--- config.mk ---
export PLATFORM = sky130hd
export DESIGN_NAME = tick_scheduler_battery_filter
export DESIGN_NICKNAME = d
export VERILOG_FILES = /design/src/rtl/tsbf_pkg.sv /design/src/rtl/tsbf_ctrl.sv /design/src/rtl/tsbf_dp.sv /design/src/rtl/tick_scheduler_battery_filter.sv
export SDC_FILE = /design/constraint.sdc
export NUM_CORES = 2
export LEC_CHECK = 0
export BUFFER_PORTS_ARGS = -buffer_cell sky130_fd_sc_hd__buf_2
export CORE_ASPECT_RATIO = 1.75
export CORE_MARGIN = 8
export CORE_UTILIZATION = 45
export CTS_CLUSTER_SIZE = 40
export DETAILED_ROUTE_END_ITERATION = 10
export SYNTH_ARGS = -nofsm -noshare
export SYNTH_HDL_FRONTEND = slang
export SYNTH_SLANG_ARGS = --single-unit
--- constraint.sdc ---
create_clock -name aclk -period 16 [get_ports aclk]
set_input_delay 0.8 -clock aclk [delete_from_list [all_inputs] [get_ports aclk]]
set_output_delay 0.8 -clock aclk [all_outputs]
set_load 0.01 [all_outputs]
--- src/rtl/tsbf_pkg.sv ---
package tsbf_pkg;

    // block constants
    localparam int AVG_COUNT = 5;
    localparam int ADC_BITS  = 12;
    localparam int FRAC_BITS = 8;

    // fixed field widths
    localparam int MS_W         = 32;
    localparam int REFRESH_W    = 16;
    localparam int SENSOR_S_W   = 8;
    localparam int SENSOR_CNT_W = 18;
    localparam int SAMPLE_W     = 16;
    localparam int GAIN_W       = 9;
    localparam int THRESH_W     = 20;
    localparam int SCALE_W      = 18;
    localparam int OFFSET_W     = 12;
    localparam int MV_W         = 14;
    localparam int CFG_IDX_W    = 3;
    localparam int CFG_DATA_W   = 20;

    localparam int GAIN_FRAC   = 8;
    localparam int GAIN_ONE    = 256;
    localparam int TICKS_PER_S = 1000;
    localparam int MV_MIN      = -2048;
    localparam int MV_MAX      = 8191;
    localparam int MV_CLAMP    = MV_MAX + 4096;

    // derived widths
    localparam int IDX_W    = $clog2(AVG_COUNT + 1);
    localparam int SUM_W    = $clog2(AVG_COUNT * ((1 << ADC_BITS) - 1) + 1);
    localparam int NUM_W    = SUM_W + FRAC_BITS;
    localparam int AVG_W    = ADC_BITS + FRAC_BITS;
    localparam int PROD_W   = AVG_W + SCALE_W;
    localparam int ACC_W    = AVG_W + GAIN_W + 1;
    localparam int MV_SHIFT = FRAC_BITS + 16;
    localparam int R_W      = PROD_W + 1 - MV_SHIFT;
    localparam int CMP_W    = (AVG_W > THRESH_W) ? AVG_W : THRESH_W;

    // reciprocal of the sample count, exact for every numerator below 2^NUM_W
    localparam int     RECIP_SHIFT = NUM_W + $clog2(AVG_COUNT);
    localparam longint RECIP_MUL   = ((longint'(1) << RECIP_SHIFT) + longint'(AVG_COUNT) - 1)
                                     / longint'(AVG_COUNT);
    localparam int     DIVP_W      = RECIP_SHIFT + NUM_W;

    // register reset values
    localparam int RST_REFRESH_PERIOD  = 200;
    localparam int RST_SENSOR_PERIOD_S = 5;
    localparam int RST_SAMPLE_PERIOD   = 2000;
    localparam int RST_NORMAL_GAIN     = 77;
    localparam int RST_JUMP_GAIN       = 154;
    localparam int RST_JUMP_THRESHOLD  = 15888;
    localparam int RST_CALIB_SCALE     = 110880;
    localparam int RST_CALIB_OFFSET_MV = -120;

    typedef enum logic [CFG_IDX_W-1:0] {
        CFG_REFRESH_PERIOD,
        CFG_SENSOR_PERIOD_S,
        CFG_SAMPLE_PERIOD,
        CFG_NORMAL_GAIN,
        CFG_JUMP_GAIN,
        CFG_JUMP_THRESHOLD,
        CFG_CALIB_SCALE,
        CFG_CALIB_OFFSET_MV
    } cfg_idx_t;

    typedef enum logic [3:0] {
        ST_IDLE,
        ST_DIV,
        ST_FILT_A,
        ST_FILT_B,
        ST_FILT_C,
        ST_LOAD,
        ST_MV_A,
        ST_MV_B,
        ST_OUT
    } state_t;

    typedef struct packed {
        logic tick;
        logic div_step;
        logic mul_gain;
        logic mul_rest;
        logic filt_update;
        logic filt_load;
        logic mul_scale;
        logic mv_update;
        logic out_load;
    } cmd_t;

    typedef struct packed {
        logic avg_due;
        logic primed;
    } st_t;

endpackage

--- src/rtl/tsbf_ctrl.sv ---
module tsbf_ctrl
    import tsbf_pkg::*;
(
    input  logic aclk,
    input  logic aresetn,
    input  logic s_valid,
    output logic s_ready,
    output logic m_valid,
    input  logic m_ready,
    input  st_t  st,
    output cmd_t cmd
);

    state_t state_reg, state_next;
    logic   m_valid_reg, m_valid_next;
    logic   out_free;

    assign out_free = !m_valid_reg || m_ready;

    always_comb begin
        state_next = state_reg;
        case (state_reg)
            ST_IDLE: begin
                if (s_valid) begin
                    state_next = st.avg_due ? ST_DIV : ST_OUT;
                end
            end
            ST_DIV:    state_next = st.primed ? ST_FILT_A : ST_LOAD;
            ST_FILT_A: state_next = ST_FILT_B;
            ST_FILT_B: state_next = ST_FILT_C;
            ST_FILT_C: state_next = ST_MV_A;
            ST_LOAD:   state_next = ST_MV_A;
            ST_MV_A:   state_next = ST_MV_B;
            ST_MV_B:   state_next = ST_OUT;
            ST_OUT: begin
                if (out_free) begin
                    state_next = ST_IDLE;
                end
            end
            default: state_next = ST_IDLE;
        endcase
    end

    always_comb begin
        cmd = '0;
        case (state_reg)
            ST_IDLE:   cmd.tick        = s_valid;
            ST_DIV:    cmd.div_step    = 1'b1;
            ST_FILT_A: cmd.mul_gain    = 1'b1;
            ST_FILT_B: cmd.mul_rest    = 1'b1;
            ST_FILT_C: cmd.filt_update = 1'b1;
            ST_LOAD:   cmd.filt_load   = 1'b1;
            ST_MV_A:   cmd.mul_scale   = 1'b1;
            ST_MV_B:   cmd.mv_update   = 1'b1;
            ST_OUT:    cmd.out_load    = out_free;
            default:   cmd = '0;
        endcase
    end

    always_comb begin
        m_valid_next = m_valid_reg;
        if (cmd.out_load) begin
            m_valid_next = 1'b1;
        end else if (m_ready) begin
            m_valid_next = 1'b0;
        end
    end

    always_ff @(posedge aclk) begin
        if (!aresetn) begin
            state_reg   <= ST_IDLE;
            m_valid_reg <= 1'b0;
        end else begin
            state_reg   <= state_next;
            m_valid_reg <= m_valid_next;
        end
    end

    assign s_ready = (state_reg == ST_IDLE);
    assign m_valid = m_valid_reg;

endmodule

--- src/rtl/tsbf_dp.sv ---
module tsbf_dp
    import tsbf_pkg::*;
(
    input  logic                  aclk,
    input  logic                  aresetn,
    input  logic                  cfg_wr_en,
    input  logic [CFG_IDX_W-1:0]  cfg_index,
    input  logic [CFG_DATA_W-1:0] cfg_wr_data,
    input  logic [ADC_BITS-1:0]   s_adc_code,
    input  cmd_t                  cmd,
    output st_t                   st,
    output logic [MS_W-1:0]       m_elapsed_ms,
    output logic                  m_refresh_pulse,
    output logic                  m_sensor_pulse,
    output logic                  m_voltage_update,
    output logic signed [MV_W-1:0] m_battery_mv
);

    // configuration registers
    logic [REFRESH_W-1:0]         refresh_period_reg;
    logic [SENSOR_S_W-1:0]        sensor_period_s_reg;
    logic [SAMPLE_W-1:0]          sample_period_reg;
    logic [GAIN_W-1:0]            normal_gain_reg;
    logic [GAIN_W-1:0]            jump_gain_reg;
    logic [THRESH_W-1:0]          jump_threshold_reg;
    logic [SCALE_W-1:0]           calib_scale_reg;
    logic signed [OFFSET_W-1:0]   calib_offset_reg;

    // tick state
    logic [MS_W-1:0]         ms_reg;
    logic [REFRESH_W-1:0]    refresh_cnt_reg;
    logic [SENSOR_CNT_W-1:0] sensor_cnt_reg;
    logic [SAMPLE_W-1:0]     sample_cnt_reg;
    logic [IDX_W-1:0]        avg_idx_reg;
    logic [SUM_W-1:0]        sum_reg;
    logic                    refresh_hit_reg, sensor_hit_reg, update_reg;

    // divider, filter and scaling
    logic [NUM_W-1:0]        q_reg;
    logic [AVG_W-1:0]        filt_reg, prev_reg;
    logic                    primed_reg;
    logic [GAIN_W-1:0]       gain_reg;
    logic [PROD_W-1:0]       prod_reg;
    logic [ACC_W-1:0]        acc_reg;
    logic signed [MV_W-1:0]  mv_reg, mv_next;

    // counter next values
    logic [MS_W-1:0]           ms_next;
    logic [REFRESH_W:0]        refresh_inc;
    logic [SENSOR_CNT_W:0]     sensor_inc;
    logic [SAMPLE_W:0]         sample_inc;
    logic [SENSOR_CNT_W-1:0]   sensor_period;
    logic                      refresh_fire, sensor_fire, sample_fire, avg_due;
    logic [IDX_W-1:0]          idx_inc;
    logic [SUM_W-1:0]          sum_add;

    // division by the sample count
    logic [DIVP_W-1:0]         div_prod;

    // filter math
    logic [AVG_W-1:0]          avg;
    logic [AVG_W-1:0]          diff;
    logic [GAIN_W-1:0]         gain_raw, gain_sat;
    logic [AVG_W-1:0]          mul_a;
    logic [SCALE_W-1:0]        mul_b;
    logic [ACC_W-1:0]          filt_sum;

    // millivolt math
    logic [PROD_W:0]           mv_round;
    logic [R_W-1:0]            mv_r;
    logic [MV_W-1:0]           mv_clamp;
    logic signed [MV_W+1:0]    mv_sum;

    assign ms_next       = ms_reg + MS_W'(1);
    assign refresh_inc   = {1'b0, refresh_cnt_reg} + (REFRESH_W+1)'(1);
    assign sensor_period = SENSOR_CNT_W'(sensor_period_s_reg) * SENSOR_CNT_W'(TICKS_PER_S);
    assign sensor_inc    = {1'b0, sensor_cnt_reg} + (SENSOR_CNT_W+1)'(1);
    assign sample_inc    = {1'b0, sample_cnt_reg} + (SAMPLE_W+1)'(1);
    assign refresh_fire  = refresh_inc >= {1'b0, refresh_period_reg};
    assign sensor_fire   = sensor_inc >= {1'b0, sensor_period};
    assign sample_fire   = sample_inc >= {1'b0, sample_period_reg};
    assign idx_inc       = avg_idx_reg + IDX_W'(1);
    assign avg_due       = sample_fire && (idx_inc >= IDX_W'(AVG_COUNT));
    assign sum_add       = sum_reg + SUM_W'(s_adc_code);

    // quotient by the constant count through its reciprocal
    assign div_prod = DIVP_W'(q_reg) * DIVP_W'(RECIP_MUL);

    assign avg      = q_reg[AVG_W-1:0];
    assign diff     = (avg > prev_reg) ? (avg - prev_reg) : (prev_reg - avg);
    assign gain_raw = (CMP_W'(diff) > CMP_W'(jump_threshold_reg)) ? jump_gain_reg
                                                                  : normal_gain_reg;
    assign gain_sat = (gain_raw > GAIN_W'(GAIN_ONE)) ? GAIN_W'(GAIN_ONE) : gain_raw;

    // one shared multiplier, registered
    always_comb begin
        mul_a = filt_reg;
        mul_b = calib_scale_reg;
        if (cmd.mul_gain) begin
            mul_a = avg;
            mul_b = SCALE_W'(gain_sat);
        end else if (cmd.mul_rest) begin
            mul_b = SCALE_W'(GAIN_W'(GAIN_ONE) - gain_reg);
        end
    end

    assign filt_sum = acc_reg + ACC_W'(prod_reg) + ACC_W'(GAIN_ONE / 2);

    assign mv_round = {1'b0, prod_reg} + ((PROD_W+1)'(1) << (MV_SHIFT - 1));
    assign mv_r     = mv_round[PROD_W:MV_SHIFT];
    assign mv_clamp = (mv_r > R_W'(MV_CLAMP)) ? MV_W'(MV_CLAMP) : mv_r[MV_W-1:0];
    assign mv_sum   = $signed({2'b00, mv_clamp}) + (MV_W+2)'(calib_offset_reg);

    always_comb begin
        if (mv_sum > (MV_W+2)'(MV_MAX)) begin
            mv_next = MV_W'(MV_MAX);
        end else if (mv_sum < (MV_W+2)'(MV_MIN)) begin
            mv_next = MV_W'(MV_MIN);
        end else begin
            mv_next = mv_sum[MV_W-1:0];
        end
    end

    always_ff @(posedge aclk) begin
        if (!aresetn) begin
            refresh_period_reg  <= REFRESH_W'(RST_REFRESH_PERIOD);
            sensor_period_s_reg <= SENSOR_S_W'(RST_SENSOR_PERIOD_S);
            sample_period_reg   <= SAMPLE_W'(RST_SAMPLE_PERIOD);
            normal_gain_reg     <= GAIN_W'(RST_NORMAL_GAIN);
            jump_gain_reg       <= GAIN_W'(RST_JUMP_GAIN);
            jump_threshold_reg  <= THRESH_W'(RST_JUMP_THRESHOLD);
            calib_scale_reg     <= SCALE_W'(RST_CALIB_SCALE);
            calib_offset_reg    <= OFFSET_W'(RST_CALIB_OFFSET_MV);
        end else if (cfg_wr_en) begin
            case (cfg_idx_t'(cfg_index))
                CFG_REFRESH_PERIOD:  refresh_period_reg  <= cfg_wr_data[REFRESH_W-1:0];
                CFG_SENSOR_PERIOD_S: sensor_period_s_reg <= cfg_wr_data[SENSOR_S_W-1:0];
                CFG_SAMPLE_PERIOD:   sample_period_reg   <= cfg_wr_data[SAMPLE_W-1:0];
                CFG_NORMAL_GAIN:     normal_gain_reg     <= cfg_wr_data[GAIN_W-1:0];
                CFG_JUMP_GAIN:       jump_gain_reg       <= cfg_wr_data[GAIN_W-1:0];
                CFG_JUMP_THRESHOLD:  jump_threshold_reg  <= cfg_wr_data[THRESH_W-1:0];
                CFG_CALIB_SCALE:     calib_scale_reg     <= cfg_wr_data[SCALE_W-1:0];
                CFG_CALIB_OFFSET_MV: calib_offset_reg    <= $signed(cfg_wr_data[OFFSET_W-1:0]);
                default: ;
            endcase
        end
    end

    always_ff @(posedge aclk) begin
        if (!aresetn) begin
            ms_reg          <= '0;
            refresh_cnt_reg <= '0;
            sensor_cnt_reg  <= '0;
            sample_cnt_reg  <= '0;
            avg_idx_reg     <= '0;
            sum_reg         <= '0;
            filt_reg        <= '0;
            prev_reg        <= '0;
            primed_reg      <= 1'b0;
            mv_reg          <= '0;
        end else begin
            if (cmd.tick) begin
                ms_reg          <= ms_next;
                refresh_cnt_reg <= refresh_fire ? '0 : refresh_inc[REFRESH_W-1:0];
                sensor_cnt_reg  <= sensor_fire ? '0 : sensor_inc[SENSOR_CNT_W-1:0];
                sample_cnt_reg  <= sample_fire ? '0 : sample_inc[SAMPLE_W-1:0];
                if (sample_fire) begin
                    avg_idx_reg <= avg_due ? '0 : idx_inc;
                    sum_reg     <= avg_due ? '0 : sum_add;
                end
            end
            if (cmd.filt_update) begin
                filt_reg <= filt_sum[AVG_W+GAIN_FRAC-1:GAIN_FRAC];
                prev_reg <= avg;
            end
            if (cmd.filt_load) begin
                filt_reg   <= avg;
                prev_reg   <= avg;
                primed_reg <= 1'b1;
            end
            if (cmd.mv_update) begin
                mv_reg <= mv_next;
            end
        end
    end

    // payload registers, no reset
    always_ff @(posedge aclk) begin
        if (cmd.tick) begin
            refresh_hit_reg <= refresh_fire;
            sensor_hit_reg  <= sensor_fire;
            update_reg      <= avg_due;
            q_reg           <= (NUM_W'(sum_add) << FRAC_BITS) + NUM_W'(AVG_COUNT / 2);
        end
        if (cmd.div_step) begin
            q_reg <= div_prod[RECIP_SHIFT +: NUM_W];
        end
        if (cmd.mul_gain) begin
            gain_reg <= gain_sat;
        end
        if (cmd.mul_rest) begin
            acc_reg <= ACC_W'(prod_reg);
        end
        prod_reg <= PROD_W'(mul_a) * PROD_W'(mul_b);
        if (cmd.out_load) begin
            m_elapsed_ms     <= ms_reg;
            m_refresh_pulse  <= refresh_hit_reg;
            m_sensor_pulse   <= sensor_hit_reg;
            m_voltage_update <= update_reg;
            m_battery_mv     <= mv_reg;
        end
    end

    assign st.avg_due = avg_due;
    assign st.primed  = primed_reg;

endmodule

--- src/rtl/tick_scheduler_battery_filter.sv ---
// Millisecond tick scheduler with a filtered battery monitor. Every accepted item is one
// tick; it returns one item with the elapsed count, refresh and sensor pulses, and the
// held battery voltage in millivolts. A tick that completes no average passes only the
// output state before the result register, and the block takes a new tick only back in
// idle. A tick that completes an average passes the divide, filter, scaling and output
// states in turn (the very first average loads the filter directly instead): the divide
// state forms the average by a reciprocal multiplication with the constant sample count,
// and the filter and the millivolt scaling then share one registered 20x18 multiplier.
// A result waits in the output register while the next item is already accepted;
// a stalled receiver holds that next item in the block once it is done.
module tick_scheduler_battery_filter
    import tsbf_pkg::*;
(
    input  logic                   aclk,
    input  logic                   aresetn,
    input  logic                   cfg_wr_en,
    input  logic [CFG_IDX_W-1:0]   cfg_index,
    input  logic [CFG_DATA_W-1:0]  cfg_wr_data,
    input  logic                   s_valid,
    output logic                   s_ready,
    input  logic [ADC_BITS-1:0]    s_adc_code,
    output logic                   m_valid,
    input  logic                   m_ready,
    output logic [MS_W-1:0]        m_elapsed_ms,
    output logic                   m_refresh_pulse,
    output logic                   m_sensor_pulse,
    output logic                   m_voltage_update,
    output logic signed [MV_W-1:0] m_battery_mv
);

    cmd_t cmd;
    st_t  st;

    tsbf_ctrl u_ctrl (
        .aclk    (aclk),
        .aresetn (aresetn),
        .s_valid (s_valid),
        .s_ready (s_ready),
        .m_valid (m_valid),
        .m_ready (m_ready),
        .st      (st),
        .cmd     (cmd)
    );

    tsbf_dp u_dp (
        .aclk             (aclk),
        .aresetn          (aresetn),
        .cfg_wr_en        (cfg_wr_en),
        .cfg_index        (cfg_index),
        .cfg_wr_data      (cfg_wr_data),
        .s_adc_code       (s_adc_code),
        .cmd              (cmd),
        .st               (st),
        .m_elapsed_ms     (m_elapsed_ms),
        .m_refresh_pulse  (m_refresh_pulse),
        .m_sensor_pulse   (m_sensor_pulse),
        .m_voltage_update (m_voltage_update),
        .m_battery_mv     (m_battery_mv)
    );

endmodule

==> results.ini <==
[finish]
multi_input_area_um2=29500
nFillCells=9078
stdcell_count=6082
regArea_um2=9470
largest_register_ffs=38
final_layout_size_suffix_gt1_share_pct=5.73
final_core_util_pct=48.7
areaGrowthSynthToFinish_pct=7.65
nets=5879

[global_routing]
grt_overflow_total=0
antenna_found_initial=3
grt_pass1_wl_um=192000
grt_start_max_net_pins=88
first_global_vias=34400
gr-usage-all-layers_pct=23.4

[worst_setup_path]
crit_fanout=35
critical_path_required_ns=16.49
critical_path.max_stage_delay_ns=0.89
start_kind=register
path_class=register to register
worstSetupEndpointType=register
cp_common_cell=fa_1
crit_slowest_cell=a31oi_4
ff2ff_path_depth=42
critPathArrivalTime_ns=14.73

[clock_tree]
ctsResizeCount=0
postCtsHoldBufs=0
cts_tree=yes
cts_made_buffers=41
clk_latency_ns=0.61
cts.sinks=418
htreeDepth=2
cts_root_buffer=clkbuf_16
clk_pin_slew_worst_paths_ns=0.08
post_cts_buffers=0
clock_path_buffers=3

[sta]
slew_headroom_pct=11.9
fin_tns_setup_ns=0
setup_viol=0
fmax_ghz=0.0702
finalMaxSlewViolations=0
clock_skew_ns=0.0547
fin_crit_sh_pct=89.0
fin_crit_ns=14.24
hold_violations=0
worst_pin_slew_ns=1.28
rsz0062_at_grt=no

[place]
place_hpwl_um=98900
post-place-cells=6004
numPortBuffers=90
place_congestion=0.905

[pwr]
clkPwrFrac_pct=21.0
ir_drop_mv=0.271
p_per_area_nw_per_um2=111
p_sw_uw=2210
sw_frac_of_total_pct=43.4
combPwrFrac_pct=56.9
intPower_uw=2880
cellLeakagePower_uw=0.0217
seq_power_share_pct=22.0

[synth]
synth_ff_type=dfxtp_1
synth_top_cell_by_area=fa_1
syn_nets=5858
synthCells=4818
ys_async_sr_fraction_pct=0
synth_area_per_cell_um2=8.82
syn_area_um2=42500
synthTopCellsByArea=fa_1 (22%), ha_1 (16%), dfxtp_1 (15%), edfxtp_1 (7.8%), inv_1 (6.9%)
yosysMostFrequentCell=inv_1
ys_seq_area_share_pct=22.3
yosysWarnings=0
synthTopCellsByCount=inv_1 (777), nand2_1 (608), ha_1 (543)
synth_cell_types=85
synth_edf_count=110
yosysTopAreaCellShare_pct=21.5
yosys_register_bits=418

[floorplan]
die_x_um=248
fp.coreArea_um2=94000
start_util_pct=45.2
rows=149
io_pins=91
die_h_um=423
fp.dieArea_um2=105000

[hold_path]
hold_depth=0
holdCritPathClass=register to register

[drt]
drt_iter0_drc=1612
ant_nets=0
wl_per_cell_um=20.0
drc_errors=0
wl_um=122000
first_pass_iters=5
drt-vias-per-instance=5.45
num_vias=33100

[job]
cap_violations=0

[outcome]
status=finished clean

## cells by family after synthesis
family	Yosys count	share of synthesized area, %
XOR/XNOR	206	4.24
AND/OR/NAND/NOR	1435	15.1
multiplexers	49	1.18
AO/OA/AOI/OAI	762	11.2
buffers and inverters	948	8.50
adder cells (fa/ha/maj)	1000	37.5
flip-flops	418	22.3
## critical path: cells and delay by family, from the launching register on
kind,cells,cell delay (ns)
fa+ha+maj,9,4.32
compound gates,13,4.22
simple gates,11,2.98
mux,2,1.22
flops,1,0.56
buf+inv,5,0.48
xor+xnor,2,0.28
## cell type report
| type | count | share of cell area, % |
|---|---|---|
| multi-input combinational | 3452 | 64.5 |
| clock inverter | 19 | 0.552 |
| clock buffer | 57 | 2.62 |
| antenna | 2 | 0.0109 |
| timing repair buffer | 149 | 1.96 |
| tap | 1208 | 3.30 |
| inverter | 777 | 6.38 |
| sequential | 418 | 20.7 |
## layer usage
| layer | global-route usage (%) | routed length [um] | part of all wire, % |
|---|---|---|---|
| met5 | 0 | 12 | 0.0099 |
| met4 | 12.1 | 7190 | 5.9 |
| met3 | 2.17 | 4600 | 3.8 |
| met2 | 44.4 | 65400 | 54 |
| met1 | 25.3 | 44400 | 37 |
## power groups by stage
stage                     logic, uW  registers (uW)  clock network (uW)
final                          2890            1120                1070
after global routing           3260            1120                1130
after CTS                      2920            1120                1090
after detailed placement       2890            1140                   0
after global placement         2860            1140                   0
after floorplan                2080            1140                   0
## metrics by stage
stage,hold slack [ns],power [uW],worst slack (ns),cell area (um2)
after CTS,0.414,5130,1.81,45800
after global placement,0.404,4000,2.06,44300
after global routing,0.431,5510,0.885,45800
after detailed placement,0.405,4040,1.87,44300
after floorplan,0.400,3220,4.35,42500
final,0.421,5080,1.76,45800
## placed cells by master (no fill, tap or decap), types with 17 or more instances in the layout
cell type,Yosys,routed
nor2b_1,43,42
buf_2,11,89
or3_1,22,22
a21oi_1,288,288
o21a_1,32,32
xor2_1,82,82
edfxtp_1,110,110
clkbuf_16,0,44
fa_1,457,457
or4_1,17,17
dfxtp_1,308,308
a22o_1,18,18
inv_1,777,775
ha_1,543,543
and2_1,17,17
xnor2_1,124,124
buf_4,4,60
nand4_1,36,36
a31oi_1,23,23
and3_1,38,38
nand2b_1,39,39
mux2i_1,44,35
o21ai_0,141,132
nor3_1,36,34
o21ai_1,16,25
nand2_1,608,606
o21bai_1,20,19
nor2_1,391,390
nand3_1,109,109
a21o_1,62,62
o211ai_1,30,30
nand3b_1,24,24
a211oi_1,24,24
## path summary, 6_finish.rpt
check / to / from / slack [ns]
max: u_dp.prod_reg[34] / u_dp.q_reg[9] / 1.76
min reg2reg: u_dp.acc_reg[13] / u_dp.prod_reg[13] / 0.42
min: u_dp.acc_reg[13] / u_dp.prod_reg[13] / 0.42
max reg2reg: u_dp.prod_reg[34] / u_dp.q_reg[9] / 1.76
No activity file was read; power rests on OpenSTA's default activity.
